==> src/design/acld_pkg.sv <==
// Shared types, constants and keyword table for the ASCII line command decoder.
`timescale 1ns / 1ps
`default_nettype none
package acld_pkg;

  localparam int LINE_BUF_SIZE = 128;
  localparam int LEN_W         = $clog2(LINE_BUF_SIZE);
  localparam int KW_COUNT      = 8;
  localparam int KW_MAX        = 13;
  localparam int ARG_W         = 32;
  localparam int MODE_W        = 3;
  localparam int CNT_W         = 32;
  localparam int SUM_W         = ARG_W + 4;

  localparam logic [7:0] CH_NUL   = 8'h00;
  localparam logic [7:0] CH_TAB   = 8'h09;
  localparam logic [7:0] CH_LF    = 8'h0A;
  localparam logic [7:0] CH_CR    = 8'h0D;
  localparam logic [7:0] CH_SPACE = 8'h20;
  localparam logic [7:0] CH_PLUS  = 8'h2B;
  localparam logic [7:0] CH_MINUS = 8'h2D;
  localparam logic [7:0] CH_0     = 8'h30;
  localparam logic [7:0] CH_9     = 8'h39;
  localparam logic [7:0] CH_COLON = 8'h3A;
  localparam logic [7:0] CH_F     = 8'h46;
  localparam logic [7:0] CH_N     = 8'h4E;
  localparam logic [7:0] CH_O     = 8'h4F;

  // highest valid mode; larger SET_MODE arguments are rejected
  localparam logic [MODE_W-1:0] MODE_TOP = 3'd4;

  localparam logic signed [SUM_W-1:0] SUM_MAX = 36'sd2147483647;
  localparam logic signed [SUM_W-1:0] SUM_MIN = -36'sd2147483648;

  typedef enum logic [3:0] {
    RSP_STATUS      = 4'd0,
    RSP_MODE_SET    = 4'd1,
    RSP_BAD_MODE    = 4'd2,
    RSP_CALIBRATED  = 4'd3,
    RSP_RATE_SET    = 4'd4,
    RSP_IMU         = 4'd5,
    RSP_TELEMETRY   = 4'd6,
    RSP_LED_ON      = 4'd7,
    RSP_LED_OFF     = 4'd8,
    RSP_BAD_LED     = 4'd9,
    RSP_RESETTING   = 4'd10,
    RSP_UNKNOWN     = 4'd11
  } resp_t;

  typedef enum logic [2:0] {
    PH_PRE   = 3'd0,
    PH_BLANK = 3'd1,
    PH_POS   = 3'd2,
    PH_NEG   = 3'd3,
    PH_DONE  = 3'd4
  } phase_t;

  typedef enum logic [2:0] {
    LW_START = 3'd0,
    LW_O     = 3'd1,
    LW_ON    = 3'd2,
    LW_OF    = 3'd3,
    LW_OFF   = 3'd4,
    LW_BAD   = 3'd7
  } ledw_t;

  // Summary of a finished line, handed from the scanner to the executor.
  typedef struct packed {
    logic                     done;
    resp_t                    kw_code;
    logic signed [ARG_W-1:0]  arg;
    ledw_t                    led_word;
  } line_t;

  // Keywords, right-aligned in a fixed-width packed string.
  localparam logic [8*KW_MAX-1:0] KW_TEXT [KW_COUNT] = '{
    {"GET_", "STATUS"}, {"SET_", "MODE:"}, "CALIBRATE", {"SET_", "RATE:"},
    "GET_IMU", {"GET_", "TELEMETRY"}, "SET_LED:", "RESET"
  };
  localparam logic [3:0] KW_LEN [KW_COUNT] = '{
    4'd10, 4'd9, 4'd9, 4'd9, 4'd7, 4'd13, 4'd8, 4'd5
  };
  localparam resp_t KW_CODE [KW_COUNT] = '{
    RSP_STATUS, RSP_MODE_SET, RSP_CALIBRATED, RSP_RATE_SET,
    RSP_IMU, RSP_TELEMETRY, RSP_LED_ON, RSP_RESETTING
  };

  // Character at position pos of keyword k; meaningful for pos < KW_LEN[k].
  function automatic logic [7:0] kw_char(input logic [2:0] k, input logic [3:0] pos);
    logic [8*KW_MAX-1:0] txt;
    logic [3:0]          idx;
    txt = KW_TEXT[k];
    idx = KW_LEN[k] - 4'd1 - pos;
    return txt[{idx, 3'b000} +: 8];
  endfunction

endpackage
`default_nettype wire

==> src/design/acld_scan.sv <==
// Per-byte line scanner: length, keyword prefix match, argument parse, LED word.
`timescale 1ns / 1ps
`default_nettype none
module acld_scan (
  input  logic                clk,
  input  logic                rst_n,
  input  logic                step,
  input  logic [7:0]          rx_byte,
  output acld_pkg::line_t     line
);

  logic [acld_pkg::LEN_W-1:0]           len_r;
  logic [acld_pkg::KW_COUNT-1:0]        alive_r, alive_nxt;
  logic                                 ended_r;
  logic signed [acld_pkg::ARG_W-1:0]    arg_r, arg_nxt;
  acld_pkg::phase_t                     phase_r, phase_nxt;
  acld_pkg::ledw_t                      ledw_r, ledw_nxt;

  logic       is_eol, keep, match, nul_hit, digit, blank;
  logic       add_en, add_neg;
  logic [3:0] dval;
  logic signed [acld_pkg::SUM_W-1:0] ext, prod, sum;
  acld_pkg::resp_t kw_code;

  assign is_eol  = (rx_byte == acld_pkg::CH_CR) || (rx_byte == acld_pkg::CH_LF);
  assign keep    = !is_eol && (len_r < acld_pkg::LEN_W'(acld_pkg::LINE_BUF_SIZE - 1));
  assign match   = keep && !ended_r && (rx_byte != acld_pkg::CH_NUL);
  assign nul_hit = keep && !ended_r && (rx_byte == acld_pkg::CH_NUL);
  assign digit   = (rx_byte >= acld_pkg::CH_0) && (rx_byte <= acld_pkg::CH_9);
  assign blank   = rx_byte inside {acld_pkg::CH_SPACE, [acld_pkg::CH_TAB:acld_pkg::CH_CR]};
  assign dval    = 4'(rx_byte - acld_pkg::CH_0);

  // prefix kill: mismatch at a position inside the keyword, or NUL inside it
  always_comb begin
    alive_nxt = alive_r;
    for (int k = 0; k < acld_pkg::KW_COUNT; k++) begin
      if (len_r < acld_pkg::LEN_W'(acld_pkg::KW_LEN[k])) begin
        if (nul_hit || (rx_byte != acld_pkg::kw_char(3'(k), len_r[3:0]))) begin
          alive_nxt[k] = 1'b0;
        end
      end
    end
  end

  // argument phase
  always_comb begin
    phase_nxt = phase_r;
    case (phase_r)
      acld_pkg::PH_PRE: begin
        if (rx_byte == acld_pkg::CH_COLON) phase_nxt = acld_pkg::PH_BLANK;
      end
      acld_pkg::PH_BLANK: begin
        if (blank) phase_nxt = acld_pkg::PH_BLANK;
        else if (rx_byte == acld_pkg::CH_PLUS) phase_nxt = acld_pkg::PH_POS;
        else if (rx_byte == acld_pkg::CH_MINUS) phase_nxt = acld_pkg::PH_NEG;
        else if (digit) phase_nxt = acld_pkg::PH_POS;
        else phase_nxt = acld_pkg::PH_DONE;
      end
      acld_pkg::PH_POS, acld_pkg::PH_NEG: begin
        if (!digit) phase_nxt = acld_pkg::PH_DONE;
      end
      default: phase_nxt = phase_r;
    endcase
  end

  // digit accumulate control
  always_comb begin
    add_en  = 1'b0;
    add_neg = 1'b0;
    case (phase_r)
      acld_pkg::PH_BLANK: add_en = digit && !blank;
      acld_pkg::PH_POS:   add_en = digit;
      acld_pkg::PH_NEG: begin
        add_en  = digit;
        add_neg = 1'b1;
      end
      default: add_en = 1'b0;
    endcase
  end

  // arg*10 +/- d, saturated to 32-bit signed
  always_comb begin
    ext  = {{(acld_pkg::SUM_W - acld_pkg::ARG_W){arg_r[acld_pkg::ARG_W-1]}}, arg_r};
    prod = (ext <<< 3) + (ext <<< 1);
    sum  = add_neg ? (prod - acld_pkg::SUM_W'(dval)) : (prod + acld_pkg::SUM_W'(dval));
    if (!add_en) arg_nxt = arg_r;
    else if (sum > acld_pkg::SUM_MAX) arg_nxt = acld_pkg::SUM_MAX[acld_pkg::ARG_W-1:0];
    else if (sum < acld_pkg::SUM_MIN) arg_nxt = acld_pkg::SUM_MIN[acld_pkg::ARG_W-1:0];
    else arg_nxt = sum[acld_pkg::ARG_W-1:0];
  end

  // LED word tracker, runs once the colon has been seen
  always_comb begin
    ledw_nxt = ledw_r;
    if (phase_r != acld_pkg::PH_PRE) begin
      case (ledw_r)
        acld_pkg::LW_START: ledw_nxt = (rx_byte == acld_pkg::CH_O) ? acld_pkg::LW_O
                                                                   : acld_pkg::LW_BAD;
        acld_pkg::LW_O: begin
          if (rx_byte == acld_pkg::CH_N) ledw_nxt = acld_pkg::LW_ON;
          else if (rx_byte == acld_pkg::CH_F) ledw_nxt = acld_pkg::LW_OF;
          else ledw_nxt = acld_pkg::LW_BAD;
        end
        acld_pkg::LW_OF: ledw_nxt = (rx_byte == acld_pkg::CH_F) ? acld_pkg::LW_OFF
                                                                : acld_pkg::LW_BAD;
        default: ledw_nxt = acld_pkg::LW_BAD;
      endcase
    end
  end

  // first live keyword whose length fits wins
  always_comb begin
    kw_code = acld_pkg::RSP_UNKNOWN;
    for (int k = acld_pkg::KW_COUNT - 1; k >= 0; k--) begin
      if (alive_r[k] && (len_r >= acld_pkg::LEN_W'(acld_pkg::KW_LEN[k]))) begin
        kw_code = acld_pkg::KW_CODE[k];
      end
    end
  end

  assign line.done     = step && is_eol && (len_r != '0);
  assign line.kw_code  = kw_code;
  assign line.arg      = arg_r;
  assign line.led_word = ledw_r;

  always_ff @(posedge clk) begin
    if (!rst_n) begin
      len_r   <= '0;
      alive_r <= '1;
      ended_r <= 1'b0;
      arg_r   <= '0;
      phase_r <= acld_pkg::PH_PRE;
      ledw_r  <= acld_pkg::LW_START;
    end else if (step) begin
      if (is_eol) begin
        len_r   <= '0;
        alive_r <= '1;
        ended_r <= 1'b0;
        arg_r   <= '0;
        phase_r <= acld_pkg::PH_PRE;
        ledw_r  <= acld_pkg::LW_START;
      end else if (keep) begin
        len_r <= len_r + 1'b1;
        if (nul_hit) begin
          ended_r <= 1'b1;
          alive_r <= alive_nxt;
        end else if (match) begin
          alive_r <= alive_nxt;
          arg_r   <= arg_nxt;
          phase_r <= phase_nxt;
          ledw_r  <= ledw_nxt;
        end
      end
    end
  end

endmodule
`default_nettype wire

==> src/design/acld_exec.sv <==
// Command executor: mode, LED and command counter state, final response code.
`timescale 1ns / 1ps
`default_nettype none
module acld_exec (
  input  logic                              clk,
  input  logic                              rst_n,
  input  acld_pkg::line_t                   line,
  output acld_pkg::resp_t                   code,
  output logic [acld_pkg::MODE_W-1:0]       mode,
  output logic signed [acld_pkg::ARG_W-1:0] rate,
  output logic [acld_pkg::CNT_W-1:0]        total,
  output logic                              led
);

  logic [acld_pkg::MODE_W-1:0] mode_r, mode_nxt;
  logic                        led_r, led_nxt;
  logic [acld_pkg::CNT_W-1:0]  cnt_r, cnt_nxt;

  always_comb begin
    code     = line.kw_code;
    mode_nxt = mode_r;
    led_nxt  = led_r;
    rate     = '0;
    cnt_nxt  = cnt_r + 1'b1;
    case (line.kw_code)
      acld_pkg::RSP_MODE_SET: begin
        if (!line.arg[acld_pkg::ARG_W-1] &&
            (line.arg <= acld_pkg::ARG_W'(acld_pkg::MODE_TOP))) begin
          mode_nxt = line.arg[acld_pkg::MODE_W-1:0];
        end else begin
          code = acld_pkg::RSP_BAD_MODE;
        end
      end
      acld_pkg::RSP_RATE_SET: rate = line.arg;
      acld_pkg::RSP_LED_ON: begin
        if (line.led_word == acld_pkg::LW_ON) begin
          led_nxt = 1'b1;
        end else if (line.led_word == acld_pkg::LW_OFF) begin
          led_nxt = 1'b0;
          code    = acld_pkg::RSP_LED_OFF;
        end else begin
          code = acld_pkg::RSP_BAD_LED;
        end
      end
      default: code = line.kw_code;
    endcase
  end

  assign mode  = mode_nxt;
  assign led   = led_nxt;
  assign total = cnt_nxt;

  always_ff @(posedge clk) begin
    if (!rst_n) begin
      mode_r <= '0;
      led_r  <= 1'b0;
      cnt_r  <= '0;
    end else if (line.done) begin
      mode_r <= mode_nxt;
      led_r  <= led_nxt;
      cnt_r  <= cnt_nxt;
    end
  end

endmodule
`default_nettype wire

==> src/design/ascii_line_command_decoder_top.sv <==
// Top level of the ASCII line command decoder: input register, scanner, executor, result register.
// Pipeline: a byte request is taken into the input register, then decoded from it; a line-ending
//   byte's result goes into the result register and on to the out_ ports (two register stages).
// Throughput: one byte per cycle, sustained; a stalled result holds the decode stage,
//   so once the input register is also full the input stalls until the result is taken.
// Reset (rst_n low, synchronous): mode zero, LED off, command count zero, line empty.
`timescale 1ns / 1ps
`default_nettype none
module ascii_line_command_decoder_top (
  input  logic                              clk,
  input  logic                              rst_n,
  input  logic                              in_valid,
  output logic                              in_stall,
  input  logic [7:0]                        in_rx_byte,
  output logic                              out_valid,
  input  logic                              out_stall,
  output logic [3:0]                        out_response_code,
  output logic [acld_pkg::MODE_W-1:0]       out_mode_now,
  output logic signed [acld_pkg::ARG_W-1:0] out_rate_echo,
  output logic [acld_pkg::CNT_W-1:0]        out_command_total,
  output logic                              out_led_lit
);

  // input register
  logic       in_vld_r;
  logic [7:0] byte_r;

  // result register
  logic                              out_vld_r;
  logic [3:0]                        code_r;
  logic [acld_pkg::MODE_W-1:0]       mode_r;
  logic signed [acld_pkg::ARG_W-1:0] rate_r;
  logic [acld_pkg::CNT_W-1:0]        total_r;
  logic                              led_r;

  logic advance;   // decode stage may move: result slot empty or being taken
  logic step;      // a byte is decoded this cycle
  logic in_take;   // input request accepted this cycle

  acld_pkg::line_t                   line;
  acld_pkg::resp_t                   code;
  logic [acld_pkg::MODE_W-1:0]       mode;
  logic signed [acld_pkg::ARG_W-1:0] rate;
  logic [acld_pkg::CNT_W-1:0]        total;
  logic                              led;

  assign advance  = !out_vld_r || !out_stall;
  assign step     = in_vld_r && advance;
  assign in_stall = in_vld_r && !advance;
  assign in_take  = in_valid && !in_stall;

  always_ff @(posedge clk) begin
    if (!rst_n) begin
      in_vld_r <= 1'b0;
    end else if (in_take) begin
      in_vld_r <= 1'b1;
    end else if (advance) begin
      in_vld_r <= 1'b0;
    end
  end

  always_ff @(posedge clk) begin
    if (in_take) begin
      byte_r <= in_rx_byte;
    end
  end

  // line scanner: keeps the partial-line state and summarizes a finished line
  acld_scan u_scan (
    .clk     (clk),
    .rst_n   (rst_n),
    .step    (step),
    .rx_byte (byte_r),
    .line    (line)
  );

  // executor: applies the command to mode / LED / counter
  acld_exec u_exec (
    .clk   (clk),
    .rst_n (rst_n),
    .line  (line),
    .code  (code),
    .mode  (mode),
    .rate  (rate),
    .total (total),
    .led   (led)
  );

  // only line ends with kept bytes produce a result
  always_ff @(posedge clk) begin
    if (!rst_n) begin
      out_vld_r <= 1'b0;
    end else if (advance) begin
      out_vld_r <= line.done;
    end
  end

  always_ff @(posedge clk) begin
    if (line.done) begin
      code_r  <= code;
      mode_r  <= mode;
      rate_r  <= rate;
      total_r <= total;
      led_r   <= led;
    end
  end

  assign out_valid         = out_vld_r;
  assign out_response_code = code_r;
  assign out_mode_now      = mode_r;
  assign out_rate_echo     = rate_r;
  assign out_command_total = total_r;
  assign out_led_lit       = led_r;

endmodule
`default_nettype wire

==> config.mk <==
export PLATFORM = sky130hd
export DESIGN_NAME = ascii_line_command_decoder_top
export DESIGN_NICKNAME = d
export VERILOG_FILES = /design/src/design/acld_pkg.sv /design/src/design/acld_scan.sv /design/src/design/acld_exec.sv /design/src/design/ascii_line_command_decoder_top.sv
export SDC_FILE = /design/constraint.sdc
export NUM_CORES = 1
export LEC_CHECK = 0
export ABC_CLOCK_PERIOD_IN_PS = 4520
export BUFFER_PORTS_ARGS = -buffer_cell sky130_fd_sc_hd__buf_4
export CAP_MARGIN = 20
export CELL_PAD_IN_SITES_DETAIL_PLACEMENT = 0
export CELL_PAD_IN_SITES_GLOBAL_PLACEMENT = 1
export CORE_AREA = 2 2 172 174
export CTS_BUF_LIST = sky130_fd_sc_hd__clkbuf_4 sky130_fd_sc_hd__clkbuf_8
export DETAILED_ROUTE_END_ITERATION = 16
export DIE_AREA = 0 0 174 176
export PLACE_DENSITY_LB_ADDON = 0.1
export RECOVER_POWER = 50
export SLEW_MARGIN = 10
export SYNTH_ARGS = -nofsm -noshare
export SYNTH_HDL_FRONTEND = slang
export SYNTH_SLANG_ARGS = --single-unit
==> constraint.sdc <==
create_clock -name clk -period 4.52 [get_ports clk]
set_input_delay 0.904 -clock clk [delete_from_list [all_inputs] [get_ports clk]]
set_output_delay 0.904 -clock clk [all_outputs]
set_load 0.02 [all_outputs]
; Yosys cells after proc, flatten, opt, wreduce, memory -nomap -nowiden
; Cells that the tools add are included.
[totals]
reg_bits = 172
latch_bits = 0
ramBits = 0
mem_bits_ro = 0
in_bits = 12
out_inout_bits = 74
word_cells = 223
n_memories = 0
[classes]
add_sub_neg = 12
mul = 0
div_mod_pow = 0
magnitude_cmp = 20
n_eq_ne = 30
n_shift = 8
n_mux = 75
bitwise_logic = 0
n_reduce_logical = 61
[ops]
columns = operator, n
row1 = $shiftx A104 B8 Y8 const A, 8
row2 = $mux W32, 7
row3 = $ne A8 B8 Y1, 8
row4 = $mux W3, 20
row5 = $add A35 B33 Y36, 1
row6 = $add A36 B4 Y36, 1
row7 = $gt A36 B32 Y1 const B, 1
row8 = $lt A36 B32 Y1 const B, 1
row9 = $mux W36, 1
row10 = $mux W4, 9
row11 = $sub A36 B4 Y36, 1
row12 = $add A32 B1 Y32 const B, 1
row13 = $eq A8 B6 Y1 const B, 4
row14 = $le A32 B3 Y1 const B, 1
row15 = $mux W8, 4
row16 = $ge A7 B4 Y1 const B, 4
row17 = $lt A7 B4 Y1 const B, 4
row18 = $mux W1, 27
row19 = $eq A8 B7 Y1 const B, 3
row20 = $logic_and A1 B1 Y1, 21
row21 = $pmux W3 S3, 2
row22 = $eq A8 B4 Y1 const B, 2
row23 = $ge A7 B3 Y1 const B, 2
row24 = $lt A7 B3 Y1 const B, 2
row25 = 35 further kinds, 71

; Logic depth before layout (Yosys ltp)
; Gate-level depths: netlist of run 1.
[logic_depth]
ltp_word = 13
mapped_depth = 19
ltp_nobuf = 16

; Hierarchy
; From an unflattened synthesis of run 1, not the netlist that was laid out.
[unflattened]
cells_unflattened = 1555
hier_area_um2 = 13469.2
[modules_own_cells]
columns = module, n_inst, cells_per_inst, area_per_inst_um2, seq_area_each_um2
row1 = acld_scan, 1, 1115, 8177.8, 1081.0
row2 = acld_exec, 1, 352, 2805.2, 720.7
row3 = ascii_line_command_decoder_top, 1, 88, 2486.1, 2442.3

; Worst setup path before layout of run 1
; OpenSTA, ideal clock, no wires.
[synth_timing]
path_type = reg-to-reg
startpoint = reg byte_r[1]
endpoint = reg u_exec.cnt_r[26] (netlist name)
setup_ps = 115
arrival_time_ps = 4603
required_ps = 4405
path_slack_ps = -198
stages_incl_launch_ff = 13
n_path_buf = 3
period_less_slack_ps = 4718
cell_sequence = edfxtp_1 > clkbuf_1 > inv_2 > nor3_1 > a21oi_1 > nor2_1 > clkbuf_1 > o311ai_1 > inv_2 > clkbuf_1 > nand2_1 > xnor2_1 > and2_1
[synth_lines]
columns = element, line_no
row1 = from (decl), ascii_line_command_decoder_top.sv:26  ; logic [7:0] byte_r;
row2 = from (signal assigned), ascii_line_command_decoder_top.sv:64  ; byte_r <= in_rx_byte;
row3 = to (signal assigned), acld_exec.sv:61  ; cnt_r <= cnt_nxt;
row4 = to (decl), acld_exec.sv:17  ; logic [acld_pkg::CNT_W-1:0] cnt_r, cnt_nxt;

; Worst setup path in the final report of run 1
[layout_timing]
startpoint = reg u_scan.arg_r[2] (netlist name)
endpoint = reg u_scan.arg_r[15] (netlist name)
[layout_via]
elab_chain_len = 11
elab_cells_between_ends = 13
cone_classes = add/sub: 3 / order compare: 2 / mux: 8
[layout_rtl]
columns = element, line_no
row1 = from (decl), acld_scan.sv:15  ; logic signed [acld_pkg::ARG_W-1:0] arg_r, arg_nxt;
row2 = from (signal assigned), acld_scan.sv:149  ; arg_r <= arg_nxt;
row3 = $add A35 B33 Y36 *, acld_scan.sv:84  ; prod = (ext <<< 3) + (ext <<< 1);
row4 = $add A36 B4 Y36 or $sub A36 B4 Y36 (tied branches), acld_scan.sv:85  ; sum = add_neg ? (prod - acld_pkg::SUM_W'(dval)) : (prod + acld_pkg::SUM_W'(dval));
row5 = $mux W36 *, acld_scan.sv:85
row6 = $lt A36 B32 Y1, acld_scan.sv:88  ; else if (sum < acld_pkg::SUM_MIN) arg_nxt = acld_pkg::SUM_MIN[acld_pkg::ARG_W-1:0];
row7 = $mux W32, acld_scan.sv:88
row8 = $mux W32 *, acld_scan.sv:87  ; else if (sum > acld_pkg::SUM_MAX) arg_nxt = acld_pkg::SUM_MAX[acld_pkg::ARG_W-1:0];
row9 = $mux W32 *, acld_scan.sv:86  ; if (!add_en) arg_nxt = arg_r;
row10 = $mux W32 *, acld_scan.sv:147  ; end else if (match) begin
row11 = $mux W32 *, acld_scan.sv:144  ; if (nul_hit) begin
row12 = $mux W32 *, acld_scan.sv:142  ; end else if (keep) begin
row13 = $mux W32 *, acld_scan.sv:135  ; if (is_eol) begin
; Mark *: on every way between the ends. The rest lies on a longest branch, timed or not. The select of a mux whose other input is x is not followed.
; A chain may end at the register's enable or synchronous reset.

==> out/qor.csv, run 1 <==
stage,metric,value,unit
timing,holdWs,0.468,ns
global_routing,grt_pass1_vias,10445,
finish,fin_cells,1961,
logic_synthesis,synth_top_area_share,19.1,%
logic_synthesis,post_synth.cell_area_avg,8.60,um^2
power_and_ir_drop,p_clk_share,37.7,%
clocking,cts.sinks,172,
logic_synthesis,synth_common_cells,"nand2_1, nor2_1, dfxtp_1",
detailed_routing,route.detailed.drc,0,
worst_setup_path,r2r_start,u_scan.arg_r[2]$_SDFFE_PN0P_,
floorplanning,initial_core_util,44.0,%
global_routing,track_usage,23.7,%
timing,fin_setup_tns,0,ns
placed_design,portBuffers,85,
worst_setup_path,path_delay_family,simple AND/OR/NAND/NOR gates,
power_and_ir_drop,seqPwrFrac,52.0,%
finish,area_growth,13.6,%
worst_setup_path,critPathBufInv,2,
logic_synthesis,synth-seq-cells,172,
logic_synthesis,syn_area,0.0126,mm^2
clocking,ctsHoldBuffers,0,
worst_setup_path,critPathArrivalTime,4.74,ns
logic_synthesis,synth-main-ff-cell,dfxtp_1,
detailed_routing,post_drt_wl_per_cell,18.6,um
placed_design,gp_congestion,0.901,
timing,hold_violations,0,
power_and_ir_drop,combPwrFrac,10.2,%
detailed_routing,firstDrtPassIters,8,
logic_synthesis,synthCells,1461,
detailed_routing,vias,11239,
power_and_ir_drop,p_sw_share,30.1,%
worst_setup_path,cpMaxStageDelayCell,or3_4,
timing,setup_viol,0,
clocking,cts-root-buf,clkbuf_8,
worst_setup_path,timing.rr.end,u_scan.arg_r[15]$_SDFFE_PN0P_,
global_routing,grt_overflow,0,
detailed_routing,ant_nets,0,
worst_setup_path,cp-start-kind,register,
worst_hold_path,worstHoldStart,u_scan.alive_r[6]$_SDFFE_PN1P_,
timing,fin_skew,0.0339,ns
logic_synthesis,synth_cell_types,98,
global_routing,grt_max_degree,51,
worst_setup_path,critical_path.max_fanout,18,
placed_design,dp_hpwl,27300,um
floorplanning,fp.coreArea,0.0285,mm^2
floorplanning,pin_count,86,
detailed_routing,wl,36600,um
power_and_ir_drop,power_density,221,mW/mm^2
timing,max_freq,228,MHz
finish,drive_gt1_share,13.3,%
worst_setup_path,cp-end-kind,register,
worst_setup_path,worstSetupPathType,register to register,
worst_setup_path,r2r_cells,17,
power_and_ir_drop,p_sw,951,uW
clocking,cts_made_buffers,17,
worst_setup_path,reg2reg_slack,0.13,ns
logic_synthesis,ys_top_cells_by_area,"edfxtp_1, dfxtp_1, xnor2_1, ha_1, nand2_1",
logic_synthesis,yosysSeqAreaShare,33.8,%
clocking,clk_pin_slew,0.14,ns
worst_setup_path,crit_path_frequent_cell,o31ai_4,
logic_synthesis,synth_area_leader_cell,edfxtp_1,
placed_design,dpl.cell_count,1927,
logic_synthesis,ys_warn_count,0,
clocking,clockBufferDepth,2,
global_routing,antenna_found_initial,2,
placed_design,preCtsSetupSlack,0.0108,ns
logic_synthesis,syn_nets,1535,
timing,fin_crit_sh,97.2,%
timing,grt_setup_unrepaired,false,
timing,maxSlewViolCount,51,
power_and_ir_drop,p_leak,5.52,nW
floorplanning,num_rows,62,
clocking,cts_tree,done,
detailed_routing,routed_via_density,5.73,
clocking,clk_latency,0.48,ns
timing,relSlewSlack,-29.6,%
worst_hold_path,holdPathStages,1,
detailed_routing,drt_iter0_drc,939,
finish,n_antenna_cell,0,
worst_setup_path,slowest_delay,0.42,ns
floorplanning,fp.dieArea,0.0306,mm^2
logic_synthesis,yosysMostFrequentCell,nand2_1,
power_and_ir_drop,vdd_ir_drop_max,0.236,mV
worst_setup_path,crit_required,4.86,ns
flow_run,cap_violations,1,
worst_hold_path,hp-class,register to register,
run_status,outcome,"finished, violations left",
floorplanning,die_y,176,um
timing,tightest_slew,1.94,ns
timing,fin_crit,4.39,ns
global_routing,grt_pass1_wl,58200,um
finish,nets,1638,
logic_synthesis,async_flop_share,0,%
worst_setup_path,path_cells,ha_1 > inv_1 > fa_2 > nor2b_4 > o31ai_4 > a31oi_4 > or3_1 > and2_1 > or3_4 > nor4_4 > nand4_1 > o32a_1 > xnor2_2 > o31ai_4 > nand2_1 > buf_4 > o211ai_1,
floorplanning,die_x,174,um
logic_synthesis,synth_edf_count,80,
worst_hold_path,hold_path_end,u_scan.alive_r[6]$_SDFFE_PN1P_,
clocking,htree_levels,4,
run_status,failed_checks,"capacitance limit, slew limit",
timing,setup_ws,0.128,ns
power_and_ir_drop,internal_power,2.21,mW
[per-stage QoR]
step / area (um^2) / power (mW) / util [%]
4_1_cts: 14400 / 3.19 / 50.4
2_1_floorplan: 12600 / 1.91 / -
6_report: 14300 / 3.16 / 50.0
3_5_place_dp: 13900 / 2.00 / 48.8
3_3_place_gp: 13900 / 2.00 / 48.8
5_1_grt: 14300 / 3.29 / 50.0
[how the worst max path moves through the flow]
| stage | from | to | cells after the start |
|---|---|---|---|
| after global placement | u_scan.arg_r[14]$_SDFFE_PN0P_ | u_scan.arg_r[9]$_SDFFE_PN0P_ | 15 |
| after global routing | u_scan.arg_r[2]$_SDFFE_PN0P_ | u_scan.arg_r[15]$_SDFFE_PN0P_ | 17 |
| final | u_scan.arg_r[2]$_SDFFE_PN0P_ | u_scan.arg_r[15]$_SDFFE_PN0P_ | 17 |
| after detailed placement | u_scan.arg_r[2]$_SDFFE_PN0P_ | u_scan.arg_r[10]$_SDFFE_PN0P_ | 17 |
| after CTS | u_scan.arg_r[2]$_SDFFE_PN0P_ | u_scan.arg_r[20]$_SDFFE_PN0P_ | 17 |
| after floorplan | u_scan.arg_r[0]$_SDFFE_PN0P_ | u_scan.arg_r[22]$_SDFFE_PN0P_ | 18 |
[cell type report]
cell class              instances  area (um^2)
clock buffers                  17          234
well taps                     384          480
flip-flops and latches        172         4250
repair buffers                157          895
fillers                      2899        14300
inverters                      39          149
clock inverters                15          213
multi-input cells            1177         8040
[placed cells by master, fill, tap and decap left out, drive strengths merged, types with 11 or more instances in the layout]
cell type,n
xor2,51
nand4,26
a21o,25
nor2b,16
o211ai,37
or2,11
nand2,150
edfxtp,80
and3,23
inv,48
nand3,47
nor2,113
nor3,59
or3,24
nor4,24
a31oi,19
mux2i,13
a21oi,83
a21boi,17
xnor2,89
ha,59
clkbuf,105
o21ai,79
buf,69
a211oi,13
and2,64
dfxtp,92
[kinds of logic after synthesis]
logic type,count (synthesis),share of synthesized area (%)
AO/OA/AOI/OAI,370,20.8
XOR/XNOR,140,10.0
adder cells (fa/ha/maj),62,6.35
buffers and inverters,112,3.67
flip-flops,172,33.8
multiplexers,15,1.21
AND/OR/NAND/NOR,590,24.2
[registers in the layout, indices dropped and copies added, names as in the netlist, 4 cells and up]
| register | flops |
|---|---|
| u_exec.cnt_r | 32 |
| out_response_code | 4 |
| u_scan.alive_r | 8 |
| u_scan.len_r | 7 |
| out_rate_echo | 32 |
| out_command_total | 32 |
| u_scan.arg_r | 32 |
| byte_r | 8 |
[layer usage]
metal / track usage (%) / wire length (um) / vias to the layer above
li1: - / - / 5523
met1: 36.5 / 18600 / 5355
met2: 34.9 / 15400 / 324
met3: 3.45 / 2050 / 37
met4: 5.22 / 512 / 0
met5: 0 / 0 / -
[what timing repair did]
action | 4_1_cts | 5_1_grt
hold endpoints to repair | 0 | 0
resized for setup | 2 | 44
buffers inserted | 0 | 1
pin swaps | 0 | 5
endpoints found under the setup margin | 26 | 32
[power by group through the flow]
| stage | Clock, mW | Combinational (mW) | Sequential [mW] |
|---|---|---|---|
| final | 1.19 | 0.324 | 1.64 |
| after global routing | 1.28 | 0.358 | 1.65 |
| after CTS | 1.23 | 0.322 | 1.64 |
| after detailed placement | 0 | 0.321 | 1.68 |
| after global placement | 0 | 0.319 | 1.68 |
| after floorplan | 0 | 0.236 | 1.67 |
No activity file was read; power rests on OpenSTA's default activity.
==> run 2, diff against run 1 <==
--- a/config.mk
+++ b/config.mk
@@ -10,13 +10,14 @@
 export CAP_MARGIN = 20
 export CELL_PAD_IN_SITES_DETAIL_PLACEMENT = 0
 export CELL_PAD_IN_SITES_GLOBAL_PLACEMENT = 1
-export CORE_AREA = 2 2 172 174
+export CORE_AREA = 2 2 178 180
 export CTS_BUF_LIST = sky130_fd_sc_hd__clkbuf_4 sky130_fd_sc_hd__clkbuf_8
 export DETAILED_ROUTE_END_ITERATION = 16
-export DIE_AREA = 0 0 174 176
+export DIE_AREA = 0 0 180 182
 export PLACE_DENSITY_LB_ADDON = 0.1
 export RECOVER_POWER = 50
 export SLEW_MARGIN = 10
 export SYNTH_ARGS = -nofsm -noshare
 export SYNTH_HDL_FRONTEND = slang
+export SYNTH_HIERARCHICAL = 1
 export SYNTH_SLANG_ARGS = --single-unit
==> run 2 against run 1 <==
  * The flow finishes with violations (setup timing)
  * Synthesized cell count rose by 6.4%
  * Combinational power shrank 2%
  * Non-clock buffer count rose by 128
  * Utilization rose by 2.1 points
  * Global-route usage grew 1.9 points
  * Sequential power barely moved
  * Routed wire length grew 16%
  * Largest cell class unchanged
  * Largest power group unchanged
==> out/qor.csv, run 2 <==
stage,metric,value,unit,change
run_status,outcome,"finished, violations left",,
run_status,failed_checks,setup timing,,
placed_design,portBuffers,85,,unchanged
worst_setup_path,critPathArrivalTime,4.93,ns,+0.19 ns
worst_setup_path,slowest_delay,0.55,ns,+0.13 ns
power_and_ir_drop,p_leak,5.97,nW,+8.1%
timing,fin_crit,4.53,ns,+0.138 ns
logic_synthesis,yosysMostFrequentCell,nand2_1,,
finish,drive_gt1_share,19.8,%,+6.4 points
detailed_routing,routed_via_density,5.83,,+1.7%
logic_synthesis,syn_nets,1630,,+6.2%
clocking,clockBufferDepth,2,,unchanged
clocking,ctsHoldBuffers,0,,unchanged
worst_hold_path,holdPathStages,1,,unchanged
worst_setup_path,worstSetupPathType,register to register,,
global_routing,antenna_found_initial,1,,-1
worst_setup_path,r2r_cells,17,,unchanged
floorplanning,fp.dieArea,0.0328,mm^2,+7.0%
global_routing,grt_overflow,0,,unchanged
logic_synthesis,synth_area_leader_cell,edfxtp_1,,
clocking,clk_pin_slew,0.10,ns,-0.04 ns
worst_setup_path,path_cells,ha_4 > inv_2 > fa_2 > nor2b_4 > o2111a_2 > o31ai_4 > a221oi_4 > nand4b_1 > or4_4 > or3_4 > or3_4 > o32ai_4 > xor2_2 > a2111oi_4 > buf_6 > buf_8 > a22o_1,,
worst_setup_path,critical_path.max_fanout,11,,-7
logic_synthesis,synth_top_area_share,17.8,%,-1.3 points
logic_synthesis,async_flop_share,0,%,unchanged
worst_setup_path,r2r_start,u_scan/arg_r[2]$_SDFFE_PN0P_,,
floorplanning,die_y,182,um,+3.4%
floorplanning,fp.coreArea,0.0310,mm^2,+8.5%
worst_setup_path,cp-end-kind,register,,
worst_hold_path,worstHoldStart,u_scan/alive_r[5]$_SDFFE_PN1P_,,
logic_synthesis,ys_warn_count,6,,+6
detailed_routing,wl,42600,um,+16%
worst_hold_path,hp-class,register to register,,
clocking,cts_tree,done,,
logic_synthesis,synthCells,1555,,+6.4%
timing,grt_setup_unrepaired,true,,
logic_synthesis,synth-seq-cells,172,,unchanged
flow_run,cap_violations,0,,-1
logic_synthesis,synth-main-ff-cell,dfxtp_1,,
logic_synthesis,syn_area,0.0135,mm^2,+7.2%
clocking,cts_made_buffers,17,,unchanged
logic_synthesis,yosysSeqAreaShare,31.5,%,-2.3 points
clocking,clk_latency,0.47,ns,about the same
worst_hold_path,hold_path_end,u_scan/alive_r[5]$_SDFFE_PN1P_,,
worst_setup_path,crit_required,4.92,ns,+0.06 ns
power_and_ir_drop,vdd_ir_drop_max,0.200,mV,-15%
logic_synthesis,ys_top_cells_by_area,"edfxtp_1, dfxtp_1, ha_1, xnor2_1, nand2_1",,
clocking,cts-root-buf,clkbuf_8,,
finish,most-common-layout-cells,"buf_4, nand2_1, nor2_1",,
detailed_routing,ant_nets,0,,unchanged
floorplanning,pin_count,86,,unchanged
clocking,cts.sinks,172,,unchanged
logic_synthesis,synth_common_cells,"nand2_1, nor2_1, a21oi_1",,
floorplanning,die_x,180,um,+3.4%
power_and_ir_drop,p_total,3.08,mW,-2.7%
timing,setup_ws,-0.0104,ns,-0.138 ns
logic_synthesis,synth_cell_types,107,,+9.2%
finish,final_common_cell,buf_4,,
timing,tightest_slew,0.859,ns,-1.08 ns
placed_design,preCtsSetupSlack,-0.245,ns,-0.256 ns
global_routing,grt_pass1_wl,67200,um,+16%
finish,fillers,3013,,+3.9%
placed_design,gp_congestion,0.961,,+6.6%
global_routing,grt_max_degree,57,,+12%
worst_setup_path,cp-start-kind,register,,
clocking,htree_levels,4,,unchanged
finish,nets,1848,,+13%
logic_synthesis,post_synth.cell_area_avg,8.66,um^2,+0.72%
detailed_routing,vias,12756,,+13%
worst_setup_path,cpMaxStageDelayCell,or4_4,,
logic_synthesis,synth_edf_count,80,,unchanged
detailed_routing,route.detailed.drc,0,,unchanged
timing,relSlewSlack,42.3,%,+72 points
global_routing,track_usage,25.6,%,+1.9 points
floorplanning,num_rows,65,,+4.8%
timing,fin_skew,0.0276,ns,-0.00625 ns
global_routing,grt_pass1_vias,11945,,+14%
floorplanning,initial_core_util,43.5,%,-0.54 points
placed_design,dp_hpwl,32200,um,+18%
timing,fin_crit_sh,100,%,+3.1 points
worst_setup_path,crit_path_frequent_cell,or3_4,,
detailed_routing,firstDrtPassIters,6,,-2
power_and_ir_drop,power_density,191,mW/mm^2,-14%
worst_setup_path,reg2reg_slack,-0.01,ns,-0.14 ns
detailed_routing,drt_iter0_drc,1147,,+22%
timing,hold_violations,0,,unchanged
finish,area_growth,19.7,%,
timing,setup_viol,5,,+5
timing,fin_setup_tns,-0.0395,ns,-0.0395 ns
detailed_routing,post_drt_wl_per_cell,19.5,um,+4.4%
timing,maxSlewViolCount,0,,-100%
timing,max_freq,221,MHz,-3.0%
worst_setup_path,timing.rr.end,u_scan/arg_r[28]$_SDFFE_PN0P_,,
## run 2: cell types whose count changed after synthesis, sizes merged, moves of 17 or more
cell    change
o211ai     -27
a21oi      +17
buf        +18
o21ai      +26
a22o       +26
## run 2: kinds of logic after synthesis
family / after synthesis / synth area share [%]
DFF: 172 / 31.5
buffers and inverters: 131 / 4.47
muxes: 30 / 2.28
and+or+nand+nor: 626 / 26.0
adders and majority gates: 63 / 6.02
AOI/OAI and AO/OA: 399 / 20.5
xor gates and xnor gates: 134 / 9.27
## run 2: critical path, delay by kind of cell (launching register included)
kind / cells / cell delay (ns)
AO/OA/AOI/OAI: 6 / 1.46
flip-flops: 1 / 0.38
buffers and inverters: 3 / 0.35
XOR/XNOR: 1 / 0.15
adder cells (fa/ha/maj): 2 / 0.49
AND/OR/NAND/NOR: 5 / 1.62
## run 2: worst max path at each step
stage	from	to	slack, ns	depth (start not counted)
2_1_floorplan	u_scan/arg_r[0]$_SDFFE_PN0P_	u_scan/arg_r[11]$_SDFFE_PN0P_	-0.07	16
3_3_place_gp	u_scan/arg_r[16]$_SDFFE_PN0P_	u_scan/arg_r[10]$_SDFFE_PN0P_	-0.22	17
3_5_place_dp	u_scan/arg_r[16]$_SDFFE_PN0P_	u_scan/arg_r[8]$_SDFFE_PN0P_	-0.24	17
4_1_cts	u_scan/arg_r[2]$_SDFFE_PN0P_	u_scan/arg_r[16]$_SDFFE_PN0P_	0.01	17
5_1_grt	u_scan/arg_r[2]$_SDFFE_PN0P_	u_scan/arg_r[23]$_SDFFE_PN0P_	-0.17	17
6_report	u_scan/arg_r[2]$_SDFFE_PN0P_	u_scan/arg_r[28]$_SDFFE_PN0P_	-0.01	17
## run 2: power by group
part	total, mW	switching [mW]	leakage [nW]	internal (mW)
Clock	1.11	0.689	0.199	0.423
Sequential	1.65	0.0197	1.33	1.63
Combinational	0.316	0.195	4.44	0.121
## run 2: stage by stage
step                      utilization, %  cell area (um^2)  instances  hold slack [ns]
after floorplan                        -             13500       1555            0.420
after global placement              50.5             15700       2144            0.434
after detailed placement            50.5             15700       2144            0.438
after CTS                           52.7             16300       2186            0.464
after global routing                52.0             16100       2188            0.480
final                               52.0             16100       2189            0.458
## run 2: cell type report
cell class                 instances  area [um^2]  area share [%]
multi-input combinational       1252         8880            55.1
sequential                       172         4260            26.4
timing repair buffer             285         1910            11.8
tap                              402          503            3.12
clock buffer                      17          234            1.45
clock inverter                    15          173            1.07
inverter                          45          169            1.05
antenna                            1         2.50          0.0155
## run 2: what timing repair did
action                                  in CTS  in global routing
endpoints found under the setup margin      31                 32
gates resized for setup                     39                 25
setup buffers                                9                  1
pin swaps                                   13                 12
cloned                                       1                  0
hold endpoints to repair                     0                  0
## run 2: routing by layer
metal	GRT usage, %	wire length, um	vias to the layer above
li1	-	-	6224
met1	38.4	21000	6108
met2	38.9	18400	388
met3	3.69	2610	36
met4	5.24	607	0
met5	0	0	-
==> run 3, diff against run 2 <==
--- a/config.mk
+++ b/config.mk
@@ -10,10 +10,10 @@
 export CAP_MARGIN = 20
 export CELL_PAD_IN_SITES_DETAIL_PLACEMENT = 0
 export CELL_PAD_IN_SITES_GLOBAL_PLACEMENT = 1
-export CORE_AREA = 2 2 178 180
+export CORE_AREA = 2 2 199 162
 export CTS_BUF_LIST = sky130_fd_sc_hd__clkbuf_4 sky130_fd_sc_hd__clkbuf_8
 export DETAILED_ROUTE_END_ITERATION = 16
-export DIE_AREA = 0 0 180 182
+export DIE_AREA = 0 0 201 164
 export PLACE_DENSITY_LB_ADDON = 0.1
 export RECOVER_POWER = 50
 export SLEW_MARGIN = 10
==> run 3 against run 2 <==
  * The run still ends with setup timing left
  * Clock-buffer cell count unchanged
  * Sequential share of layout area fell by 0.42 points
  * Highest routed layer unchanged
  * Sequential cell count unchanged
  * Largest power group unchanged
==> out/qor.csv, run 3 (synthesized netlist as in run 2, its figures left out) <==
stage,metric,value,unit,change
run_status,outcome,"finished, violations left",,
run_status,failed_checks,setup timing,,
worst_setup_path,reg2reg_slack,-0.13,ns,-0.12 ns
finish,fillers,2975,,-1.3%
clocking,cts_made_buffers,17,,unchanged
power_and_ir_drop,p_total,3.17,mW,+3.2%
power_and_ir_drop,combPwrFrac,10.0,%,-0.3 points
detailed_routing,vias,13056,,+2.4%
timing,relSlewSlack,18.8,%,-23 points
flow_run,cap_violations,0,,unchanged
floorplanning,fp.dieArea,0.0330,mm^2,+0.62%
global_routing,grt_pass1_vias,11797,,-1.2%
timing,fin_crit_sh,103,%,+2.6 points
timing,setup_ws,-0.130,ns,-0.119 ns
timing,tightest_slew,1.22,ns,+0.359 ns
power_and_ir_drop,p_leak,6.10,nW,+2.1%
clocking,ctsHoldBuffers,0,,unchanged
worst_setup_path,cp-start-kind,register,,
power_and_ir_drop,p_clk_share,38.1,%,+1.9 points
worst_setup_path,slowest_delay,0.52,ns,-0.03 ns
timing,max_freq,215,MHz,-2.6%
global_routing,grt_max_degree,53,,-7.0%
finish,final_common_cell,buf_4,,
power_and_ir_drop,p_sw_share,30.9,%,+1.5 points
global_routing,grt_pass1_wl,68600,um,+2.1%
clocking,cts_tree,done,,
worst_hold_path,holdPathStages,2,,+1
worst_setup_path,cp-end-kind,register,,
detailed_routing,ant_nets,0,,unchanged
detailed_routing,wl,44600,um,+4.6%
finish,n_antenna_cell,0,,-1
worst_setup_path,crit_required,4.95,ns,+0.03 ns
clocking,clk_latency,0.49,ns,+0.02 ns
floorplanning,num_rows,58,,-11%
global_routing,grt_overflow,0,,unchanged
worst_hold_path,hp-class,register to register,,
worst_setup_path,crit_cells,17,,unchanged
worst_setup_path,r2r_cells,17,,unchanged
finish,area_growth,21.9,%,
placed_design,gp_congestion,0.934,,-2.8%
detailed_routing,firstDrtPassIters,6,,unchanged
timing,fin_crit,4.65,ns,+0.119 ns
placed_design,dp_hpwl,33300,um,+3.5%
worst_setup_path,cpMaxStageDelayCell,or4_4,,
floorplanning,initial_core_util,43.5,%,about the same
timing,grt_setup_unrepaired,true,,
timing,maxSlewViolCount,0,,unchanged
global_routing,track_usage,26.7,%,+1.1 points
power_and_ir_drop,power_density,193,mW/mm^2,+1.3%
clocking,cts.sinks,172,,unchanged
placed_design,portBuffers,85,,unchanged
detailed_routing,drt_iter0_drc,1069,,-6.8%
finish,fin_cells,2233,,+2.0%
worst_setup_path,path_cells,ha_4 > inv_2 > fa_2 > nor2b_4 > o2111a_2 > o311a_1 > or3_4 > xnor2_4 > or4_4 > or3_4 > or3_4 > o32ai_4 > xor2_2 > a2111oi_4 > buf_4 > buf_8 > a22o_1,,
global_routing,antenna_found_initial,0,,-1
finish,utilization,53.0,%,+0.95 points
floorplanning,die_y,164,um,-9.9%
worst_setup_path,critical_path.max_fanout,11,,unchanged
detailed_routing,route.detailed.drc,0,,unchanged
worst_setup_path,crit_path_frequent_cell,or3_4,,
timing,fin_skew,0.0316,ns,+0.00402 ns
detailed_routing,routed_via_density,5.85,,+0.34%
worst_setup_path,path_delay_family,simple AND/OR/NAND/NOR gates,,
clocking,htree_levels,4,,unchanged
timing,fin_setup_tns,-2.45,ns,-2.41 ns
power_and_ir_drop,internal_power,2.19,mW,+0.92%
finish,drive_gt1_share,21.3,%,+1.5 points
power_and_ir_drop,seqPwrFrac,51.9,%,-1.6 points
power_and_ir_drop,vdd_ir_drop_max,0.211,mV,+5.1%
clocking,clk_pin_slew,0.11,ns,about the same
clocking,clockBufferDepth,2,,unchanged
detailed_routing,post_drt_wl_per_cell,20.0,um,+2.6%
finish,nets,1875,,+1.5%
placed_design,dpl.cell_count,2180,,+1.7%
timing,setup_viol,27,,+22
floorplanning,fp.coreArea,0.0310,mm^2,about the same
timing,holdWs,0.467,ns,+0.00950 ns
worst_setup_path,critPathArrivalTime,5.08,ns,+0.15 ns
worst_setup_path,worstSetupPathType,register to register,,
finish,most-common-layout-cells,"buf_4, nand2_1, nor2_1",,
worst_setup_path,critPathBufInv,3,,unchanged
floorplanning,die_x,201,um,+12%
power_and_ir_drop,p_sw,982,uW,+8.6%
clocking,cts-root-buf,clkbuf_8,,
timing,hold_violations,0,,unchanged
floorplanning,pin_count,86,,unchanged
==> run 3: cell types whose count changed in the layout (fill, tap and decap cells not counted), moves of 4 or more <==
| cell | delta |
|---|---|
| o21ai_1 | +6 |
| buf_4 | +22 |
| buf_6 | +4 |
| o21ai_0 | -5 |
| ha_1 | -4 |
| dfxtp_2 | +7 |
| dfxtp_1 | -7 |
==> run 3: repair_timing <==
action | in CTS | in global routing
endpoints found under the setup margin | 31 | 32
pin swaps | 15 | 32
cloned | 1 | 2
gates resized for setup | 42 | 39
buffers inserted | 13 | 6
==> run 3: power groups by stage <==
stage | clock network [mW] | logic [mW] | registers [mW]
final | 1.21 | 0.317 | 1.65
after global routing | 1.29 | 0.348 | 1.65
after CTS | 1.24 | 0.315 | 1.65
after detailed placement | 0 | 0.312 | 1.68
after global placement | 0 | 0.311 | 1.68
after floorplan | 0 | 0.231 | 1.67
==> run 3: layer usage <==
layer  vias to the layer above  part of all wire, %  GRT usage, %
li1                       6280                    -             -
met1                      6263                   52          42.4
met2                       467                   39          36.9
met3                        46                  7.6          4.84
met4                         0                  1.1          4.85
met5                         -                    0             0
==> run 3: worst paths after layout <==
check                                      from                             to
setup reg to reg   u_scan/arg_r[2]$_SDFFE_PN0P_  u_scan/arg_r[20]$_SDFFE_PN0P_
setup / recovery   u_scan/arg_r[2]$_SDFFE_PN0P_  u_scan/arg_r[20]$_SDFFE_PN0P_
hold / removal    u_exec/cnt_r[30]$_SDFFE_PN0P_  u_exec/cnt_r[30]$_SDFFE_PN0P_
hold reg to reg   u_exec/cnt_r[30]$_SDFFE_PN0P_  u_exec/cnt_r[30]$_SDFFE_PN0P_
==> run 3: area by class of cell <==
| class | instances | area, um^2 | area share [%] |
|---|---|---|---|
| Tap cell | 420 | 526 | 3.20 |
| Sequential cell | 172 | 4270 | 26.0 |
| Clock buffer | 17 | 234 | 1.43 |
| Inverter | 45 | 169 | 1.03 |
| Multi-Input combinational cell | 1252 | 8900 | 54.2 |
| Timing Repair Buffer | 312 | 2110 | 12.9 |
| Clock inverter | 15 | 211 | 1.29 |
==> run 3: per-stage QoR <==
step                cell area [um^2]  setup WS, ns
floorplan                      13500       -0.0671
CTS                            16600       -0.0248
global placement               15800        -0.110
detailed placement             15800        -0.217
global route                   16400        -0.279
finish                         16400        -0.130
==> run 3: worst reg2reg max path: stages (launching register included) <==
cell       delay [ns]
dfxtp_4          0.38
ha_4             0.16
inv_2            0.05
fa_2             0.22
nor2b_4          0.06
o2111a_2         0.34
o311a_1          0.34
or3_4            0.37
xnor2_4          0.14
or4_4            0.52
or3_4            0.38
or3_4            0.35
o32ai_4          0.25
xor2_2           0.17
a2111oi_4        0.40
buf_4            0.21
buf_8            0.15
a22o_1           0.14
